--- src/hdl/mbps_pkg.sv ---
// ----------------------------------------------------------------------------
// mbps_pkg
// Shared types and constants of the masked byte pattern scan core.
// ----------------------------------------------------------------------------
`default_nettype none

package mbps_pkg;

    // Widths of the register fields
    localparam int unsigned PAT_WORD_W   = 64;
    localparam int unsigned CARE_W       = 16;
    localparam int unsigned LEN_W        = 5;
    localparam int unsigned ADDR_W       = 64;
    localparam int unsigned CFG_DATA_W   = 64;
    localparam int unsigned CFG_INDEX_W  = 3;
    localparam int unsigned BYTES_PER_WORD = PAT_WORD_W / 8;

    // Register indexes of the configuration port
    localparam logic [CFG_INDEX_W-1:0] REG_PAT_LOW    = 3'd0;
    localparam logic [CFG_INDEX_W-1:0] REG_PAT_HIGH   = 3'd1;
    localparam logic [CFG_INDEX_W-1:0] REG_CARE_MASK  = 3'd2;
    localparam logic [CFG_INDEX_W-1:0] REG_PAT_LENGTH = 3'd3;
    localparam logic [CFG_INDEX_W-1:0] REG_BASE_ADDR  = 3'd4;
    localparam logic [CFG_INDEX_W-1:0] REG_FIRST_ONLY = 3'd5;

    // Configuration register set
    typedef struct packed {
        logic [PAT_WORD_W-1:0] pat_low;
        logic [PAT_WORD_W-1:0] pat_high;
        logic [CARE_W-1:0]     care_mask;
        logic [LEN_W-1:0]      pat_length;
        logic [ADDR_W-1:0]     base_address;
        logic                  first_only;
    } cfg_t;

    // Pick pattern byte k out of the two packed pattern words
    function automatic logic [7:0] pat_byte(input logic [PAT_WORD_W-1:0] lo,
                                            input logic [PAT_WORD_W-1:0] hi,
                                            input logic [3:0] k);
        logic [PAT_WORD_W-1:0] word;
        word = k[3] ? hi : lo;
        return word[8*k[2:0] +: 8];
    endfunction

endpackage

`default_nettype wire

--- src/hdl/mbps_if.sv ---
// ----------------------------------------------------------------------------
// mbps_if
// Valid/ready channels of the scan core: byte requests in, results out.
// ----------------------------------------------------------------------------
`default_nettype none

interface mbps_byte_if;
    logic       valid;
    logic       ready;
    logic [7:0] data_byte;
    logic       last_byte;

    modport source (output valid, output data_byte, output last_byte, input ready);
    modport sink   (input valid, input data_byte, input last_byte, output ready);
endinterface

interface mbps_result_if;
    logic        valid;
    logic        ready;
    logic        found;
    logic [63:0] match_address;
    logic        done_res;

    modport source (output valid, output found, output match_address,
                    output done_res, input ready);
    modport sink   (input valid, input found, input match_address,
                    input done_res, output ready);
endinterface

`default_nettype wire

--- src/hdl/mbps_window_cmp.sv ---
// ----------------------------------------------------------------------------
// mbps_window_cmp
// Compares the newest pattern-length window bytes with the masked pattern.
// ----------------------------------------------------------------------------
`default_nettype none

module mbps_window_cmp #(
    parameter int unsigned MAX_PATTERN_BYTES = 16
) (
    input  mbps_pkg::cfg_t cfg,
    input  logic [7:0]     win [MAX_PATTERN_BYTES],
    output logic           hit
);

    localparam int unsigned IDX_W = (MAX_PATTERN_BYTES > 1) ? $clog2(MAX_PATTERN_BYTES) : 1;

    logic [MAX_PATTERN_BYTES-1:0] pos_ok;

    // Check each pattern position against the window byte it lines up with
    for (genvar k = 0; k < MAX_PATTERN_BYTES; k++)
    begin : g_pos
        logic [mbps_pkg::LEN_W-1:0] offs;
        logic [IDX_W-1:0]           idx;
        logic                       in_use;
        logic [7:0]                 win_byte;

        assign in_use = (mbps_pkg::LEN_W'(k) < cfg.pat_length);
        assign offs   = cfg.pat_length - mbps_pkg::LEN_W'(1) - mbps_pkg::LEN_W'(k);
        assign idx    = offs[IDX_W-1:0];

        always_comb
        begin
            win_byte = 8'h00;
            if (in_use)
            begin
                win_byte = win[idx];
            end
        end

        assign pos_ok[k] = !in_use || !cfg.care_mask[k] ||
                           (win_byte == mbps_pkg::pat_byte(cfg.pat_low, cfg.pat_high,
                                                           4'(k)));
    end

    assign hit = &pos_ok;

endmodule

`default_nettype wire

--- src/hdl/masked_byte_pattern_scan_core.sv ---
// ----------------------------------------------------------------------------
// masked_byte_pattern_scan_core
// Scans a byte stream for a masked pattern of up to 16 bytes and reports the
// start address of each match plus a done result on the region's last byte.
//
//   channel    dir  handshake      payload
//   byte_in    in   valid/ready    data_byte[7:0], last_byte
//   res_out    out  valid/ready    found, match_address[63:0], done_res
//   cfg        in   cfg_we         cfg_index[2:0], cfg_data[63:0]
//
// One byte per cycle sustained while no result is blocked at res_out; a
// result shows on res_out once its byte has passed the input register.
// The byte goes into an input register, the window compare and the address
// add sit between it and the result register.
// Reset clears the window, byte count, match flag, config and valid flags.
// A stalled result only holds back bytes that produce a result.
// ----------------------------------------------------------------------------
`default_nettype none

module masked_byte_pattern_scan_core #(
    parameter int unsigned MAX_PATTERN_BYTES = 16
) (
    input  wire logic                                clk,
    input  wire logic                                rst_n,
    mbps_byte_if.sink                                byte_in,
    mbps_result_if.source                            res_out,
    input  wire logic                                cfg_we,
    input  wire logic [mbps_pkg::CFG_INDEX_W-1:0]    cfg_index,
    input  wire logic [mbps_pkg::CFG_DATA_W-1:0]     cfg_data
);

    mbps_pkg::cfg_t cfg_reg;

    // Input register
    logic       in_valid_reg;
    logic [7:0] in_byte_reg;
    logic       in_last_reg;

    // Scan state
    logic [7:0]                 win_reg  [MAX_PATTERN_BYTES];
    logic [7:0]                 win_next [MAX_PATTERN_BYTES];
    logic [mbps_pkg::ADDR_W-1:0] seen_reg;
    logic [mbps_pkg::ADDR_W-1:0] seen_inc;
    logic                       matched_reg;

    // Result register
    logic                        out_valid_reg;
    logic                        out_found_reg;
    logic [mbps_pkg::ADDR_W-1:0] out_addr_reg;
    logic                        out_done_reg;

    logic hit;
    logic len_ok;
    logic seen_ok;
    logic found;
    logic has_result;
    logic out_free;
    logic advance;
    logic [mbps_pkg::ADDR_W-1:0] match_addr;

    // Write configuration registers
    always_ff @(posedge clk or negedge rst_n)
    begin
        if (!rst_n)
        begin
            cfg_reg <= '0;
        end
        else if (cfg_we)
        begin
            case (cfg_index)
                mbps_pkg::REG_PAT_LOW:    cfg_reg.pat_low      <= cfg_data;
                mbps_pkg::REG_PAT_HIGH:   cfg_reg.pat_high     <= cfg_data;
                mbps_pkg::REG_CARE_MASK:  cfg_reg.care_mask    <= cfg_data[mbps_pkg::CARE_W-1:0];
                mbps_pkg::REG_PAT_LENGTH: cfg_reg.pat_length   <= cfg_data[mbps_pkg::LEN_W-1:0];
                mbps_pkg::REG_BASE_ADDR:  cfg_reg.base_address <= cfg_data;
                mbps_pkg::REG_FIRST_ONLY: cfg_reg.first_only   <= cfg_data[0];
                default: ;
            endcase
        end
    end

    // Shift the held byte into the window
    always_comb
    begin
        win_next[0] = in_byte_reg;
        for (int i = 1; i < MAX_PATTERN_BYTES; i++)
        begin
            win_next[i] = win_reg[i-1];
        end
    end

    mbps_window_cmp #(
        .MAX_PATTERN_BYTES (MAX_PATTERN_BYTES)
    ) u_cmp (
        .cfg (cfg_reg),
        .win (win_next),
        .hit (hit)
    );

    // Qualify the compare and form the start address
    assign seen_inc   = seen_reg + mbps_pkg::ADDR_W'(1);
    assign len_ok     = (cfg_reg.pat_length != '0) &&
                        (32'(cfg_reg.pat_length) <= MAX_PATTERN_BYTES);
    assign seen_ok    = (|seen_inc[mbps_pkg::ADDR_W-1:mbps_pkg::LEN_W]) ||
                        (seen_inc[mbps_pkg::LEN_W-1:0] >= cfg_reg.pat_length);
    assign found      = len_ok && seen_ok && !(cfg_reg.first_only && matched_reg) && hit;
    assign match_addr = cfg_reg.base_address + seen_inc
                        - mbps_pkg::ADDR_W'(cfg_reg.pat_length);
    assign has_result = found || in_last_reg;

    // Handshake: the held request moves on unless its result is blocked
    assign out_free      = !out_valid_reg || res_out.ready;
    assign advance       = in_valid_reg && (!has_result || out_free);
    assign byte_in.ready = !in_valid_reg || advance;

    // Hold the next request
    always_ff @(posedge clk or negedge rst_n)
    begin
        if (!rst_n)
        begin
            in_valid_reg <= 1'b0;
        end
        else if (byte_in.ready)
        begin
            in_valid_reg <= byte_in.valid;
        end
    end

    always_ff @(posedge clk)
    begin
        if (byte_in.ready && byte_in.valid)
        begin
            in_byte_reg <= byte_in.data_byte;
            in_last_reg <= byte_in.last_byte;
        end
    end

    // Advance the scan state; drop it all on the last byte
    always_ff @(posedge clk or negedge rst_n)
    begin
        if (!rst_n)
        begin
            for (int i = 0; i < MAX_PATTERN_BYTES; i++)
            begin
                win_reg[i] <= 8'h00;
            end
            seen_reg    <= '0;
            matched_reg <= 1'b0;
        end
        else if (advance)
        begin
            if (in_last_reg)
            begin
                for (int i = 0; i < MAX_PATTERN_BYTES; i++)
                begin
                    win_reg[i] <= 8'h00;
                end
                seen_reg    <= '0;
                matched_reg <= 1'b0;
            end
            else
            begin
                win_reg     <= win_next;
                seen_reg    <= seen_inc;
                matched_reg <= matched_reg || found;
            end
        end
    end

    // Load or retire the result register
    always_ff @(posedge clk or negedge rst_n)
    begin
        if (!rst_n)
        begin
            out_valid_reg <= 1'b0;
        end
        else if (out_free)
        begin
            out_valid_reg <= advance && has_result;
        end
    end

    always_ff @(posedge clk)
    begin
        if (out_free && advance && has_result)
        begin
            out_found_reg <= found;
            out_addr_reg  <= found ? match_addr : '0;
            out_done_reg  <= in_last_reg;
        end
    end

    assign res_out.valid         = out_valid_reg;
    assign res_out.found         = out_found_reg;
    assign res_out.match_address = out_addr_reg;
    assign res_out.done_res      = out_done_reg;

    // A shown result always carries a match or a done mark
    a_result_has_cause: assert property (@(posedge clk) disable iff (!rst_n)
        res_out.valid |-> (res_out.found || res_out.done_res))
        else $error("result without match or done");

    // No address without a match
    a_addr_zero: assert property (@(posedge clk) disable iff (!rst_n)
        (res_out.valid && !res_out.found) |-> (res_out.match_address == '0))
        else $error("address set on a result without match");

    // The last byte clears the scan state
    a_last_clears: assert property (@(posedge clk) disable iff (!rst_n)
        (advance && in_last_reg) |=> ((seen_reg == '0) && !matched_reg))
        else $error("scan state not cleared after last byte");

    // In first-only mode, a second match in one scan is never reported
    a_first_only: assert property (@(posedge clk) disable iff (!rst_n)
        (cfg_reg.first_only && matched_reg) |-> !found)
        else $error("second match reported in first-only mode");

    // An empty input register always takes a request
    a_ready_when_empty: assert property (@(posedge clk) disable iff (!rst_n)
        !in_valid_reg |-> byte_in.ready)
        else $error("input register empty but not ready");

endmodule

`default_nettype wire
--- src/flat_wrapper.sv ---
// flat-port wrapper written by rule: the top's interface ports become plain ports
module masked_byte_pattern_scan_core_flat 
#(
    parameter int unsigned MAX_PATTERN_BYTES = 16
)
  (clk, rst_n, cfg_we, cfg_index, cfg_data, byte_in_valid, byte_in_data_byte, byte_in_last_byte, byte_in_ready, res_out_valid, res_out_found, res_out_match_address, res_out_done_res, res_out_ready);
  mbps_byte_if byte_in_i ();
  mbps_result_if res_out_i ();
  input  wire logic clk;
  input  wire logic rst_n;
  input  wire logic cfg_we;
  input  wire logic [mbps_pkg::CFG_INDEX_W-1:0] cfg_index;
  input  wire logic [mbps_pkg::CFG_DATA_W-1:0] cfg_data;
  input wire logic [$bits(byte_in_i.valid)-1:0] byte_in_valid;
  input wire logic [$bits(byte_in_i.data_byte)-1:0] byte_in_data_byte;
  input wire logic [$bits(byte_in_i.last_byte)-1:0] byte_in_last_byte;
  output wire logic [$bits(byte_in_i.ready)-1:0] byte_in_ready;
  output wire logic [$bits(res_out_i.valid)-1:0] res_out_valid;
  output wire logic [$bits(res_out_i.found)-1:0] res_out_found;
  output wire logic [$bits(res_out_i.match_address)-1:0] res_out_match_address;
  output wire logic [$bits(res_out_i.done_res)-1:0] res_out_done_res;
  input wire logic [$bits(res_out_i.ready)-1:0] res_out_ready;
  assign byte_in_i.valid = byte_in_valid;
  assign byte_in_i.data_byte = byte_in_data_byte;
  assign byte_in_i.last_byte = byte_in_last_byte;
  assign byte_in_ready = byte_in_i.ready;
  assign res_out_valid = res_out_i.valid;
  assign res_out_found = res_out_i.found;
  assign res_out_match_address = res_out_i.match_address;
  assign res_out_done_res = res_out_i.done_res;
  assign res_out_i.ready = res_out_ready;
  masked_byte_pattern_scan_core #(.MAX_PATTERN_BYTES(MAX_PATTERN_BYTES)) u_core (.clk(clk), .rst_n(rst_n), .byte_in(byte_in_i), .res_out(res_out_i), .cfg_we(cfg_we), .cfg_index(cfg_index), .cfg_data(cfg_data));
endmodule
--- config.mk ---
export PLATFORM = sky130hd
export DESIGN_NAME = masked_byte_pattern_scan_core_flat
export DESIGN_NICKNAME = d
export VERILOG_FILES = /design/src/hdl/mbps_pkg.sv /design/src/hdl/mbps_if.sv /design/src/hdl/mbps_window_cmp.sv /design/src/hdl/masked_byte_pattern_scan_core.sv /design/src/flat_wrapper.sv
export SDC_FILE = /design/constraint.sdc
export NUM_CORES = 2
export LEC_CHECK = 0
export ABC_AREA = 1
export ABC_CLOCK_PERIOD_IN_PS = 7000
export BUFFER_PORTS_ARGS = -buffer_cell sky130_fd_sc_hd__buf_2
export CAP_MARGIN = 15
export CELL_PAD_IN_SITES_DETAIL_PLACEMENT = 1
export CELL_PAD_IN_SITES_GLOBAL_PLACEMENT = 1
export CORE_MARGIN = 3
export CORE_UTILIZATION = 30
export DETAILED_ROUTE_END_ITERATION = 8
export GPL_TIMING_DRIVEN = 0
export PLACE_DENSITY = 0.58
export SLEW_MARGIN = 20
export SYNTH_ARGS = -nofsm -noshare
export SYNTH_HDL_FRONTEND = slang
export SYNTH_HIERARCHICAL = 1
export SYNTH_SLANG_ARGS = --single-unit
--- constraint.sdc ---
create_clock -name clk -period 7 [get_ports clk]
set_input_delay 0.7 -clock clk [delete_from_list [all_inputs] [get_ports clk]]
set_output_delay 0.7 -clock clk [all_outputs]
set_load 0.1 [all_outputs]
==> impl_summary.md <==
Clock tree
For the worst-skew pair, the clock arrives at the later sink with an insertion delay of 690 ps. TritonCTS built the clock tree. The library cell used as clock root buffer is clkbuf_16. The H-tree was split into 3 levels.

The CTS clock-pin slew for the worst setup and hold paths is 60 ps. The clock sink count is 476. In this run, CTS created clock tree buffers numbering 66. Counting along the longest clock path gives a buffer depth of 3.

Synth
After synthesis, the most frequently instantiated cells are nand2_1, inv_1, nand3_1, dfrtp_1, nor2_1. The warning count from the yosys run is 6. After synthesis the netlist holds a flip-flop and latch count of 476.

By area the synthesized netlist is led by dfrtp_1, nand2_1, nand3_1. Each instance of the synthesized netlist takes up on average 6.280 sq um. Synthesis handed over a netlist of 5873 instances. The mapped netlist covers 36880 sq um. The proportion of netlist area held by the largest area contributor is 0.2721. Among all flip-flop cells after synthesis, the most frequent one is dfrtp_1. The number of enable flip-flop cells after synthesis is 75. The total nets after synthesis is 6056.

Counting flops with an async set or reset pin after synthesis yields a share of 0.8424. The synthesized design spends more area on one cell type than any other, namely dfrtp_1. The synthesized netlist contains 42 unique library cells. The sequential cell area fraction in the yosys report is 0.3331. The most frequent cell after synthesis is nand2_1.

Routing
After detailed routing, the number of remaining DRC violations is 0. Detailed routing inserted a total of 41190 vias. The violation count after the first detailed-routing iteration is 3618. The final wirelength is 197.1 mm.

The detailed-router iteration count before antenna repair is 6. The average wire per standard cell is 25.33 um. The vias per cell is 5.295. The post-route antenna net violation count is 0.

Cells and area
The fraction of layout instances using a drive strength above 1 is 0.08390. The finished cells cover 42260 sq um. After filler insertion, the fill cell instance count of the layout stands at 15870. The final layout contains 6282 nets.

The area growth from synthesis to layout is 14.58%. Measured on the finished design, the core utilization comes to 0.3467. The final instance count without filler cells is 7780. The number of flip-flops in the largest register is 214.

STA
Static timing analysis puts the maximum clock frequency at 149.0 MHz. The hold violation count in the final report came to 0. The share of the cycle needed by the critical path after routing is 0.9589. Final hold analysis gives a worst-case slack of 189.6 ps. The post-route minimum period is 6712 ps. Setup repair after global routing left no endpoint under its margin. The count of pins over their slew limit was 0. The final clock skew is 36.76 ps. The pin slew with the least headroom to its limit is 1247 ps. Setup violations remaining at the end of the flow were counted as 0. The worst slew margin relative to its limit is 0.1688.

Outcome
The flow ran to the end, and the final reports show no timing, DRC or antenna violations.

Die
Measured along the y axis, the die boundary spans 356.6 um. The region available for standard cell placement spans 121900 sq um. For this configuration, the core starts out at a cell density of 0.3026. Row generation in the floorplan step produced 128 rows. During I/O placement, the number of pins put on the boundary was 149. The die covers 127200 sq um.

The overall die width is 356.6 um.

Place
The final weighted congestion in routability-driven placement is 1.014. Once placement finished, the instance area stood at 39850 sq um. The count of input and output buffers is 148. Counting tap cells, the placed design contains a total of 7653 instances. After legalization and detailed placement, the total HPWL measured 160.4 mm.

Pwr
Across the VDD grid, the largest voltage drop is 0.0002151 V. Summing internal, switching and leakage power gives 15.26 mW. The analysis attributes to cell leakage a power of 21.25 nW. The power density normalized to cell area is 361.1 nW/um^2.

Global route
The pin count of the biggest net entering global routing is 89. The initial antenna violation count is 14. The first global-routing pass estimated 283.2 mm of wire.

Across every metal layer, demand over resource in global routing totals 0.3057. The via count of the first global-routing pass is 40150. After global routing the overflow that remains totals 0.

Worst setup path
The cell at the slowest stage of the critical path is dfrtp_2. The arrival time reported for the critical path endpoint is 6010 ps. The worst setup path is launched from a flop. The worst setup path is captured at an output pin.

The largest incremental delay on the critical path is 440 ps. The most used cell along the critical path is nand2_1. Data on the critical path is required at its endpoint by 6300 ps.

Of all nets on the critical path, the largest fanout is 10. The critical setup path kind is reg2out.

Job
Max-cap violations in this run came to 0.

Hold path
The path type of the worst min-delay path is in2reg.
==> layout by cell type (no fill, tap or decap), types with 5 or more instances in the layout <==
master / Yosys / layout
nor4_1: 6 / 6
buf_16: 0 / 5
diode_2: 0 / 5
a21oi_1: 142 / 141
nor2_1: 358 / 356
buf_2: 90 / 219
inv_2: 10 / 9
nor3_1: 17 / 17
inv_6: 0 / 6
dfrtp_1: 401 / 399
buf_1: 15 / 14
clkinv_1: 9 / 10
o211ai_1: 23 / 23
o21ai_1: 16 / 17
edfxtp_1: 75 / 75
clkbuf_1: 106 / 117
buf_4: 34 / 49
o21a_1: 9 / 9
or2_2: 37 / 37
nor2_2: 10 / 11
clkbuf_2: 0 / 6
a21o_1: 11 / 11
inv_1: 549 / 549
xor2_1: 51 / 51
ha_1: 97 / 97
buf_6: 15 / 18
xnor2_1: 20 / 20
clkinv_2: 0 / 8
clkbuf_8: 0 / 10
fa_1: 5 / 5
a31oi_1: 30 / 30
nand3_1: 500 / 499
nand4_1: 126 / 126
nand2_2: 25 / 41
o21bai_1: 34 / 34
clkbuf_16: 0 / 71
o21ai_0: 318 / 317
nand3b_1: 134 / 134
nand2_1: 2585 / 2567
==> final timing paths <==
| kind | cells past startpoint | startpoint | endpoint | slack (ps) |
|---|---|---|---|---|
| max | 30 | u_core/cfg_reg[65] | byte_in_ready | 290 |
| min | 1 | byte_in_data_byte[7] | u_core/in_byte_reg[7] | 190 |
| max reg2reg | 32 | u_core/cfg_reg[65] | u_core/res_out.match_address[56] | 560 |
| min reg2reg | 2 | u_core/cfg_reg[61] | u_core/cfg_reg[61] | 480 |
| max in group asynchronous | 4 | rst_n | u_core/cfg_reg[31] | 5270 |
| min in group asynchronous | 2 | rst_n | u_core/win_next[85] | 520 |
==> routing by layer <==
layer / GRT usage / routed length [um]
met1: 0.4418 / 92920
met2: 0.4574 / 83220
met3: 0.05705 / 14360
met4: 0.09644 / 6618
met5: 0 / 0
==> cell type report <==
type	instances	area (sq um)	area share
diodes	5	12.51	0.0002961
plain buffers	260	1398	0.03307
clock buffers	97	1974	0.04672
clock inverters	22	240.2	0.005685
inverters	568	2135	0.05051
multi-input cells	4569	21210	0.5019
flip-flops and latches	476	12290	0.2908
well taps	1625	2033	0.04811
repair buffers	158	968.4	0.02292
==> report_power, final <==
part / internal, mW / total, mW / switching [mW]
logic: 2.13 / 8.26 / 6.13
registers: 3.13 / 3.49 / 0.366
clock network: 2.08 / 3.50 / 1.42
==> cell families after synthesis <==
group | after synthesis | synth area share
AOI/OAI and AO/OA | 587 | 0.08623
xor gates and xnor gates | 72 | 0.01730
adders and majority gates | 102 | 0.03562
buffers and inverters | 828 | 0.09383
DFF | 476 | 0.3331
and+or+nand+nor | 3808 | 0.4339
==> stage by stage <==
step                      setup TNS (ps)  setup WS (ps)
after CTS                              0          9.221
final                                  0          287.9
after detailed placement         -184740          -1056
after global routing                   0          20.49
after global placement          -1837250          -4537
after floorplan                        0          480.4
==> critical path: cells and delay by family, from the launching register on <==
family / cells / cell delay, ps
AOI/OAI and AO/OA: 2 / 310
and+or+nand+nor: 19 / 2580
DFF: 1 / 440
adders and majority gates: 1 / 250
buffers and inverters: 8 / 1700
==> what timing repair did <==
| action | 4_1_cts | 5_1_grt |
|---|---|---|
| resized for setup | 37 | 20 |
| pin swaps | 1 | 0 |
| endpoints found under the hold margin | 40 | 0 |
| hold buffers | 1 | 0 |
| endpoints found under the setup margin | 326 | 28 |
| setup buffers | 0 | 2 |
Note: power is estimated with default switching activity, not from simulation.
